**src/design/lsi_pkg.sv**
```systemverilog
package lsi_pkg;

    localparam int PIX_W      = 10;
    localparam int HV_W       = 16;
    localparam int COEF_W     = 7;
    localparam int TAPS       = 8;
    localparam int LINES      = 7;
    localparam int MAX_HEIGHT = 64;
    localparam int ROW_W      = $clog2(MAX_HEIGHT + LINES);
    localparam int HSUM_W     = 20;
    localparam int VSUM_W     = 26;

    typedef logic [PIX_W-1:0]                 pix_t;
    typedef logic signed [HV_W-1:0]           hval_t;
    typedef logic signed [COEF_W-1:0]         coef_t;
    typedef logic signed [PIX_W+COEF_W:0]     hprod_t;
    typedef logic signed [HV_W+COEF_W-1:0]    vprod_t;
    typedef logic [LINES-1:0][HV_W-1:0]       col_word_t;

    // register indexes of the configuration port
    typedef enum logic [2:0] {
        CFG_FRAC_X       = 3'd0,
        CFG_FRAC_Y       = 3'd1,
        CFG_BIT_DEPTH    = 3'd2,
        CFG_BLOCK_WIDTH  = 3'd3,
        CFG_BLOCK_HEIGHT = 3'd4
    } cfg_idx_t;

    // 8-tap quarter-pel filters, one row per nonzero phase
    localparam coef_t FILT [3][TAPS] = '{
        '{-7'sd1, 7'sd4, -7'sd10, 7'sd57, 7'sd19, -7'sd7,  7'sd3, -7'sd1},
        '{-7'sd1, 7'sd4, -7'sd11, 7'sd40, 7'sd40, -7'sd11, 7'sd4, -7'sd1},
        '{-7'sd1, 7'sd3, -7'sd7,  7'sd19, 7'sd57, -7'sd10, 7'sd4, -7'sd1}
    };

    function automatic coef_t coef_of(input logic [1:0] frac, input logic [2:0] k);
        coef_t c;
        if (frac == 2'd0)
            c = '0;
        else
            c = FILT[frac - 2'd1][k];
        return c;
    endfunction

    // clip a signed value to 0 .. 2^bd-1
    function automatic pix_t clip_pix(input logic signed [VSUM_W-1:0] v,
                                      input logic [3:0] bd);
        logic signed [VSUM_W-1:0] mx;
        pix_t res;
        mx = (VSUM_W'(1) <<< bd) - VSUM_W'(1);
        if (v < 0)
            res = '0;
        else if (v > mx)
            res = mx[PIX_W-1:0];
        else
            res = v[PIX_W-1:0];
        return res;
    endfunction

endpackage

```
**src/design/lsi_tap_cell.sv**
```systemverilog
module lsi_tap_cell
    import lsi_pkg::*;
(
    input  logic   clk,
    input  logic   rst_n,
    input  logic   shift,
    input  pix_t   sample_in,
    input  coef_t  coef,
    output pix_t   sample_out,
    output hprod_t product
);

    pix_t   sample_reg;
    hprod_t product_reg;

    // one tap of the row window: hold a pixel, pass it left
    always_ff @(posedge clk or negedge rst_n)
    begin
        if (!rst_n)
        begin
            sample_reg <= '0;
        end
        else if (shift)
        begin
            sample_reg <= sample_in;
        end
    end

    // weighted tap, taken with the window as it stands on arrival
    always_ff @(posedge clk)
    begin
        if (shift)
        begin
            product_reg <= $signed({1'b0, sample_reg}) * coef;
        end
    end

    assign sample_out = sample_reg;
    assign product    = product_reg;

endmodule

```
**config.mk**
```make
export PLATFORM = sky130hd
export DESIGN_NAME = lsi_tap_cell
export DESIGN_NICKNAME = d
export VERILOG_FILES = /design/src/design/lsi_pkg.sv /design/src/design/lsi_tap_cell.sv
export SDC_FILE = /design/constraint.sdc
export NUM_CORES = 1
export LEC_CHECK = 0
export BUFFER_PORTS_ARGS = -buffer_cell sky130_fd_sc_hd__buf_2
export CAP_MARGIN = 5
export CORE_MARGIN = 2
export CORE_UTILIZATION = 63
export CTS_BUF_LIST = sky130_fd_sc_hd__clkbuf_16
export DETAILED_ROUTE_END_ITERATION = 16
export GPL_ROUTABILITY_DRIVEN = 0
export PLACE_DENSITY_LB_ADDON = 0.15
export SYNTH_ARGS = -nofsm -noshare
export SYNTH_HDL_FRONTEND = slang
export SYNTH_SLANG_ARGS = --single-unit
```
**constraint.sdc**
```tcl
create_clock -name clk -period 10.8 [get_ports clk]
set_input_delay 0.54 -clock clk [delete_from_list [all_inputs] [get_ports clk]]
set_output_delay 0.54 -clock clk [all_outputs]
set_load 0.01 [all_outputs]
```
==> results of run 1 <==
-- metrics by stage --
step	worst slack [ps]	util (%)	hold WS, ps	power, mW
CTS	6230	73.3	127	0.876
detailed placement	5940	71.8	409	0.787
floorplan	6340	-	244	0.655
finish	6240	73.3	123	0.865
global placement	6040	71.8	406	0.769
global route	6010	73.3	149	0.957
-- cells by family (layout without fill, tap and decap cells) --
kind of cell | after synthesis | after routing | share of synthesized area, %
simple gates | 89 | 89 | 14.7
fa+ha+maj | 85 | 85 | 40.8
buf+inv | 63 | 113 | 7.07
compound gates | 28 | 28 | 6.81
flops | 28 | 28 | 23.6
xor+xnor | 14 | 14 | 3.66
mux | 10 | 10 | 3.37
-- layout by cell type (no fill, tap or decap), types with 2 or more instances in the layout --
master / synthesis / final
edfxtp_1: 18 / 18
mux2_2: 10 / 10
o21ai_0: 3 / 3
dfrtp_1: 10 / 10
a21oi_1: 9 / 9
nor2b_1: 2 / 2
nor3_1: 2 / 2
a21o_1: 5 / 5
xnor2_1: 7 / 7
buf_2: 0 / 47
fa_1: 40 / 40
nor2_1: 14 / 14
inv_1: 61 / 62
nand2_1: 15 / 15
ha_1: 45 / 45
o21ai_1: 2 / 2
nand2b_1: 3 / 3
nand3_1: 2 / 2
xor2_1: 7 / 7
clkbuf_16: 0 / 3
and2_1: 46 / 46
-- worst min-delay path by stage --
stage	from	endpoint	slack, ps
floorplan	rst_n	sample_out[0]	240
global placement	rst_n	sample_out[0]	410
detailed placement	rst_n	sample_out[2]	410
CTS	rst_n	sample_out[6]	130
global route	rst_n	sample_out[0]	150
finish	rst_n	sample_out[3]	120
-- power by group --
part | switching [mW] | leakage (nW) | internal (mW)
combinational | 0.332 | 1.59 | 0.259
clock | 0.0346 | 0.0423 | 0.0496
sequential | 0.0149 | 0.294 | 0.174
-- worst max-delay path, cell delays in order --
cell and delay (ps):
buf_2 130, clkinv_1 230, nor2_1 230, fa_1 440, fa_1 520, fa_1 540, inv_1 50, fa_1 530
inv_1 40, ha_1 370, a2111oi_4 350, o31ai_2 140, a22oi_1 210, o21bai_1 100, xor2_1 150
-- synth_stat cells, types with 2 or more instances --
| library cell | instances | share of area, % |
|---|---|---|
| inv_1 | 61 | 6.8 |
| and2_1 | 46 | 8.6 |
| ha_1 | 45 | 17 |
| fa_1 | 40 | 24 |
| edfxtp_1 | 18 | 16 |
| nand2_1 | 15 | 1.7 |
| nor2_1 | 14 | 1.6 |
| dfrtp_1 | 10 | 7.5 |
| mux2_2 | 10 | 3.4 |
| a21oi_1 | 9 | 1.3 |
| xnor2_1 | 7 | 1.8 |
| xor2_1 | 7 | 1.8 |
| a21o_1 | 5 | 1.1 |
| nand2b_1 | 3 | 0.56 |
| o21ai_0 | 3 | 0.45 |
| nand3_1 | 2 | 0.30 |
| nor2b_1 | 2 | 0.37 |
| nor3_1 | 2 | 0.30 |
| o21ai_1 | 2 | 0.30 |
-- final cells by class --
class | instances | share of cell area (%)
clock buffers | 3 | 2.01
clock inverters | 1 | 0.100
inverters | 62 | 6.22
multi-input cells | 226 | 61.9
flip-flops and latches | 28 | 21.1
well taps | 70 | 2.34
repair buffers | 47 | 6.28
-- layer usage --
| layer | vias to the layer above | GRT usage, % | share of wire, % |
|---|---|---|---|
| met4 | 0 | 10.9 | 2.8 |
| met3 | 13 | 1.65 | 2.6 |
| li1 | 1113 | - | - |
| met1 | 1142 | 29.6 | 42 |
| met5 | - | 0 | 0 |
| met2 | 47 | 38.4 | 53 |
==> metrics.csv, run 1 <==
stage,metric,value,unit
logic_synthesis,synthesized instance count,317,
final_layout,layout filler cell count,393,
routing,TritonRoute pass-1 iters,4,
clock_network,clock buffer count from CTS,3,
logic_synthesis,Syn Area/Cell,10.6,um2
routing,Via density,5.30,
placement,port buffer count,47,
logic_synthesis,Post-synth EDFFs,18,
logic_synthesis,mapped cell area,3350,um2
worst_setup_path,worst reg2reg path depth,15,
grt,initial antenna violation count,0,
power,VDD IR max,0.000158,V
logic_synthesis,Synth warnings,0,
floorplan,row count,26,
clock_network,hold_buf cts,0,
floorplan,Die Y,76.9,um
worst_setup_path,Startpoint Class,primary input,
clock_network,post-cts repair resize count,0,
routing,via count,2315,
final_layout,FF+latch area,791,um2
worst_setup_path,Crit Reg-Reg Startpoint,sample_out[4],
routing,wire per inst,14.2,um
routing,Antenna Nets Post-Route,0,
sta,Tmin final,4560,ps
hold_path,Worst Hold Class,primary input to asynchronous set/reset pin,
logic_synthesis,syn_nets,422,
sta,worst-margin pin slew,634,ps
power,P per Cell Area,231,nW/um2
clock_network,Root Buffer,clkbuf_16,
logic_synthesis,ys flop type,edfxtp_1,
worst_setup_path,kind of critical path,primary input to register,
sta,Setup TNS,0,ps
sta,fin. max-slew vios,0,
worst_setup_path,worst flop-to-flop path endpoint,product[17],
floorplan,Die X,76.9,um
sta,slew margin rel.,57.7,%
logic_synthesis,Synth cell types,35,
clock_network,TritonCTS clock tree,built,
routing,initial DRC count,81,
floorplan,core area,5110,um2
placement,"Cell Area, Placed",3660,um2
logic_synthesis,sequential share of the synthesized area,23.6,%
logic_synthesis,ys async rst share,35.7,%
clock_network,H-tree depth,1,
final_layout,multi-input logic area,2320,um2
sta,Final setup viols,0,
final_layout,fraction of layout cells with a size suffix above 1,18.8,%
clock_network,Post-CTS Setup Bufs,0,
grt,vias in the first global route,2396,
clock_network,clk_lat worst skew,260,ps
floorplan,die footprint,5910,um2
routing,drt drc,0,
routing,final WL,6.21,mm
floorplan,number of top-level design ports,48,
worst_setup_path,WP data required,10810,ps
floorplan,Starting Density,65.5,%
placement,placed instance count,433,
status,outcome,finished clean,
sta,RSZ-0062 raised after global routing,no,
final_layout,Inserted Diodes,0,
sta,final period utilization,42.2,%
worst_setup_path,CP startpoint,coef[6],
clock_network,Worst-path clk slew,70,ps
worst_setup_path,worst-path maximum fanout,8,
worst_setup_path,CP Capture Point,product[14],
final_layout,design area,3740,um2
worst_setup_path,Reg2Reg Setup Slack,6320,ps
worst_setup_path,CP Data Arrival Time,4570,ps
clock_network,CTS Sinks,28,
grt,remaining global-route overflow,0,
clock_network,maximum root-to-sink buffer count,2,
final_layout,Finished Layout Cells,437,
grt,Overall Global Routing Usage,22.7,%
final_layout,final net count,473,
grt,global-route wire length before repair,10.5,mm
final_layout,Largest register FFs,18,
logic_synthesis,synthesized flop and latch total,28,
power,leakage,1.93,nW
sta,count of final hold-check violations,0,
grt,largest net degree at the start of global routing,29,
sta,clk_skew,4.28,ps
final_layout,synth-to-layout area growth,11.9,%
worst_setup_path,crit end category,register,
sta,Fmax,219,MHz
placement,dpl hpwl,5.09,mm
job,# Max-Cap Violations,0,
Note: power is estimated with default switching activity, not from simulation.
==> run 2, diff against run 1 <==
--- a/config.mk
+++ b/config.mk
@@ -8,7 +8,7 @@
 export BUFFER_PORTS_ARGS = -buffer_cell sky130_fd_sc_hd__buf_2
 export CAP_MARGIN = 5
 export CORE_MARGIN = 2
-export CORE_UTILIZATION = 63
+export CORE_UTILIZATION = 59
 export CTS_BUF_LIST = sky130_fd_sc_hd__clkbuf_16
 export DETAILED_ROUTE_END_ITERATION = 16
 export GPL_ROUTABILITY_DRIVEN = 0
==> constraint.sdc (replaced) <==
create_clock -name clk -period 4.43 [get_ports clk]
set_input_delay 0.2215 -clock clk [delete_from_list [all_inputs] [get_ports clk]]
set_output_delay 0.2215 -clock clk [all_outputs]
set_load 0.01 [all_outputs]
==> metrics.csv, run 2 (synthesized netlist as in run 1, its figures left out) <==
stage,metric,value,unit
status,outcome,finished clean,
routing,drt drc,0,
clock_network,clock buffer count from CTS,3,
routing,initial DRC count,113,
clock_network,clk_lat worst skew,260,ps
floorplan,die footprint,6290,um2
hold_path,HP Start,sample_in[7],
clock_network,Worst-path clk slew,70,ps
routing,via count,2418,
grt,met1 usage,30.1,%
grt,global-route wire length before repair,11.3,mm
final_layout,fraction of layout cells with a size suffix above 1,29.0,%
worst_setup_path,WP data required,4450,ps
placement,dpl hpwl,5.34,mm
sta,slew margin rel.,56.2,%
sta,Final setup viols,0,
worst_setup_path,CP startpoint,sample_out[6],
routing,Antenna Nets Post-Route,0,
clock_network,maximum root-to-sink buffer count,2,
power,VDD IR max,0.000389,V
job,# Max-Cap Violations,0,
grt,initial antenna violation count,0,
power,leakage,2.04,nW
final_layout,Largest register FFs,18,
final_layout,"commonest cells after routing, fill and taps aside","inv_1 (60), buf_2 (47), fa_1 (40), ha_1 (40), and2_1 (39)",
sta,worst-margin pin slew,657,ps
final_layout,"most common cell after layout, fill and taps aside",inv_1,
floorplan,Die X,79.3,um
final_layout,synth-to-layout area growth,20.2,%
worst_setup_path,Startpoint Class,register,
clock_network,Root Buffer,clkbuf_16,
routing,final WL,7.08,mm
floorplan,core area,5510,um2
worst_setup_path,CP Data Arrival Time,4340,ps
grt,Overall Global Routing Usage,23.3,%
worst_setup_path,"Slowest-stage cell, CP",fa_1,
worst_setup_path,crit end category,register,
floorplan,row count,27,
grt,GR Layer Usage met3,2.05,%
floorplan,number of top-level design ports,48,
floorplan,Die Y,79.3,um
final_layout,layout filler cell count,426,
grt,remaining global-route overflow,0,
worst_setup_path,worst reg2reg path depth,13,
grt,largest net degree at the start of global routing,29,
sta,clk_skew,2.02,ps
power,Pwr Total,2.43,mW
routing,wire per inst,15.4,um
grt,GRT Max-Usage Layer,met2,
grt,M2 GR Usage,41.9,%
worst_setup_path,CP peak stage delay,550,ps
worst_setup_path,worst-path maximum fanout,8,
sta,Hold WS,181,ps
placement,port buffer count,47,
worst_setup_path,crit path cell chain,"and2_1, fa_1, fa_1, fa_1, inv_1, fa_1, inv_1, ha_4, a2111oi_4, o31ai_4, and2_4, a31oi_4, xnor2_1",
clock_network,CTS Sinks,28,
worst_setup_path,Buf/Inv on CP,2,
floorplan,Starting Density,60.8,%
worst_setup_path,Worst path top cell family by delay,adder cells,
sta,Fmax,231,MHz
sta,count of final hold-check violations,0,
worst_setup_path,kind of critical path,register to register,
clock_network,H-tree depth,1,
power,P per Cell Area,604,nW/um2
final_layout,Inserted Diodes,0,
worst_setup_path,Crit Reg-Reg Startpoint,sample_out[6],
worst_setup_path,CP dominant cell by count,fa_1,
sta,final period utilization,97.6,%
hold_path,Worst Hold Class,primary input to register,
final_layout,final net count,495,
routing,TritonRoute pass-1 iters,4,
hold_path,hold-critical path depth,2,
worst_setup_path,total stage count of the critical path,13,
grt,vias in the first global route,2435,
sta,Tmin final,4320,ps
clock_network,TritonCTS clock tree,built,
routing,Via density,5.25,
sta,fin. max-slew vios,0,
run 2: changes by cell type in the layout (fill, tap and decap cells not counted), sizes merged:
cell         delta
buf            +21
dlygate4sd3     +1
run 2: layer usage:
layer	vias to the layer above	wire [um]
li1	1154	-
met1	1211	2930
met2	44	3850
met3	9	203
met4	0	97
met5	-	0
run 2: path summary, 6_finish.rpt:
check	endpoint	slack, ps
max	product[12]	110
min	sample_out[7]	180
max reg2reg	product[12]	110
min reg2reg	sample_out[0]	690
max in group asynchronous	sample_out[4]	3870
min in group asynchronous	sample_out[1]	350
run 2: per-stage QoR:
step           area, um2  worst slack (ps)  TNS, ps  util, %  std cells
3_3_place_gp        3760              53.9        0     68.4        448
2_1_floorplan       3350               196        0        -        317
3_5_place_dp        3760              -121     -315     68.4        448
6_report            4020               107        0     73.0        461
5_1_grt             4020             -78.1     -211     73.0        461
4_1_cts             3860              7.04        0     70.0        453
run 2: repair_timing:
action | CTS | global route
pin swaps | 0 | 12
hold buffers | 1 | 0
hold endpoints to repair | 10 | 0
setup endpoints to repair | 2 | 6
gates resized for setup | 2 | 26
setup buffers | 0 | 8
run 2: area by class of cell:
cell class              count  area [um2]  share of cell area (%)
multi-input cells         226        2420                    60.2
flip-flops and latches     28         796                    19.8
repair buffers             69         403                    10.0
inverters                  62         233                    5.79
well taps                  72        90.1                    2.24
clock buffers               3        75.1                    1.87
clock inverters             1        3.75                  0.0933
run 2: worst reg2reg max path, cell delays in order (launching register included):
cell and delay (ps):
dfrtp_2 460, and2_1 180, fa_1 490, fa_1 530
fa_1 550, inv_1 50, fa_1 530, inv_1 70
ha_4 190, a2111oi_4 410, o31ai_4 150, and2_4 200
a31oi_4 170, xnor2_1 80
run 2: where the power goes:
part           leakage [nW]  switching [mW]  internal [mW]
Sequential            0.290          0.0259          0.425
Clock                0.0423          0.0892          0.121
Combinational          1.71           0.971          0.798
==> run 3, diff against run 2 <==
--- a/config.mk
+++ b/config.mk
@@ -7,8 +7,9 @@
 export LEC_CHECK = 0
 export BUFFER_PORTS_ARGS = -buffer_cell sky130_fd_sc_hd__buf_2
 export CAP_MARGIN = 5
+export CORE_ASPECT_RATIO = 2
 export CORE_MARGIN = 2
-export CORE_UTILIZATION = 59
+export CORE_UTILIZATION = 51
 export CTS_BUF_LIST = sky130_fd_sc_hd__clkbuf_16
 export DETAILED_ROUTE_END_ITERATION = 16
 export GPL_ROUTABILITY_DRIVEN = 0
==> constraint.sdc (replaced) <==
create_clock -name clk -period 4.43 [get_ports clk]
set_input_delay 0.443 -clock clk [delete_from_list [all_inputs] [get_ports clk]]
set_output_delay 0.443 -clock clk [all_outputs]
set_load 0.01 [all_outputs]
==> metrics.csv, run 3 (synthesized netlist as in run 1, its figures left out) <==
stage,metric,value,unit
status,outcome,finished clean,
clock_network,H-tree depth,1,
grt,global-route wire length before repair,11.4,mm
worst_setup_path,crit path cell chain,"buf_4, nor2_1, fa_1, inv_1, fa_1, inv_1, fa_1, inv_1, fa_1, inv_1, ha_4, nand3_2, nor3_4, nand2_1, a221oi_2, xnor2_1",
worst_setup_path,"Slowest-stage cell, CP",fa_1,
final_layout,fraction of layout cells with a size suffix above 1,29.7,%
sta,Tmin final,4350,ps
routing,TritonRoute pass-1 iters,4,
power,Pwr Total,2.47,mW
final_layout,final net count,514,
placement,port buffer count,47,
grt,Overall Global Routing Usage,21.0,%
routing,initial DRC count,36,
clock_network,clk_lat worst skew,270,ps
sta,Final setup viols,0,
sta,worst-margin pin slew,635,ps
grt,remaining global-route overflow,0,
worst_setup_path,kind of critical path,register to register,
sta,Fmax,230,MHz
clock_network,maximum root-to-sink buffer count,2,
grt,GRT Max-Usage Layer,met2,
floorplan,number of top-level design ports,48,
sta,count of final hold-check violations,0,
sta,final period utilization,98.3,%
final_layout,Inserted Diodes,0,
floorplan,row count,41,
routing,wire per inst,14.7,um
grt,initial antenna violation count,0,
final_layout,layout filler cell count,557,
routing,Via density,5.11,
worst_setup_path,CP Data Arrival Time,4380,ps
hold_path,Worst Hold Class,primary input to asynchronous set/reset pin,
routing,via count,2522,
grt,GR Layer Usage met3,1.86,%
grt,M2 GR Usage,41.0,%
final_layout,"commonest cells after routing, fill and taps aside","inv_1 (62), buf_2 (47), and2_1 (45)",
worst_setup_path,Startpoint Class,register,
clock_network,clock buffer count from CTS,3,
sta,clk_skew,6.40,ps
power,P per Cell Area,598,nW/um2
final_layout,Largest register FFs,18,
worst_setup_path,Reg2Reg Setup Slack,80,ps
sta,slew margin rel.,57.7,%
power,leakage,2.13,nW
worst_setup_path,crit end category,register,
worst_setup_path,worst-path maximum fanout,7,
clock_network,Root Buffer,clkbuf_16,
floorplan,Starting Density,53.0,%
clock_network,CTS Sinks,28,
grt,met1 usage,21.8,%
routing,drt drc,0,
power,VDD IR max,0.000401,V
sta,Hold WS,20.7,ps
floorplan,Die Y,119,um
routing,Antenna Nets Post-Route,0,
worst_setup_path,Worst path top cell family by delay,adder cells,
worst_setup_path,CP peak stage delay,540,ps
worst_setup_path,Buf/Inv on CP,5,
floorplan,Die X,61.3,um
job,# Max-Cap Violations,0,
sta,fin. max-slew vios,0,
clock_network,TritonCTS clock tree,built,
worst_setup_path,WP data required,4450,ps
final_layout,"most common cell after layout, fill and taps aside",inv_1,
grt,vias in the first global route,2632,
grt,largest net degree at the start of global routing,29,
floorplan,die footprint,7260,um2
clock_network,Worst-path clk slew,70,ps
routing,final WL,7.24,mm
floorplan,core area,6310,um2
final_layout,synth-to-layout area growth,23.2,%
placement,dpl hpwl,5.96,mm
==> run 3: cell types whose count changed in the layout (fill, tap and decap cells not counted), sizes merged <==
cell / change
dlygate4sd3: -1
buf: +18
clkbuf: +2
==> run 3: area by class of cell <==
type	instances	area [um2]	share of cell area, %
Clock buffer	3	75.1	1.82
Sequential cell	28	797	19.3
Inverter	62	233	5.65
Multi-Input combinational cell	226	2370	57.4
Tap cell	86	108	2.61
Clock inverter	1	3.75	0.0911
Timing Repair Buffer	88	538	13.1
==> run 3: layer usage <==
layer	vias up	part of all wire, %
met1	1274	34
met3	12	1.5
li1	1200	-
met2	36	63
met5	-	0
met4	0	1.7
==> run 3: worst paths after layout <==
| check | start | endpoint | depth (start not counted) |
|---|---|---|---|
| worst max-delay path | sample_out[4] | product[17] | 16 |
| worst min-delay path | rst_n | sample_out[1] | 1 |
| worst max register to register | sample_out[4] | product[17] | 16 |
| worst min register to register | sample_out[8] | sample_out[8] | 1 |
| max in group asynchronous | rst_n | sample_out[7] | 1 |
| min in group clk | sample_in[8] | sample_out[8] | 2 |
==> run 3: repair_timing <==
action | 4_1_cts | 5_1_grt
hold buffers | 0 | 0
pin swaps | 0 | 5
setup endpoints to repair | 1 | 7
gates cloned | 0 | 0
setup buffers | 0 | 12
resized for setup | 1 | 11
hold endpoints to repair | 0 | 0
==> run 3: power by group <==
| group | leakage, nW | internal [mW] | switching, mW |
|---|---|---|---|
| sequential | 0.289 | 0.425 | 0.0253 |
| combinational | 1.80 | 0.866 | 0.935 |
| clock | 0.0423 | 0.121 | 0.0932 |
==> run 3: metrics by stage <==
stage          worst slack (ps)  TNS (ps)  instance area [um2]  util, %  instances
3_3_place_gp               -101      -266                 3900     61.8        478
4_1_cts                    10.2         0                 3980     63.1        482
3_5_place_dp               -151      -663                 3900     61.8        478
5_1_grt                   -57.4      -152                 4120     65.3        494
6_report                   76.0         0                 4120     65.3        494
2_1_floorplan              71.9         0                 3350        -        317
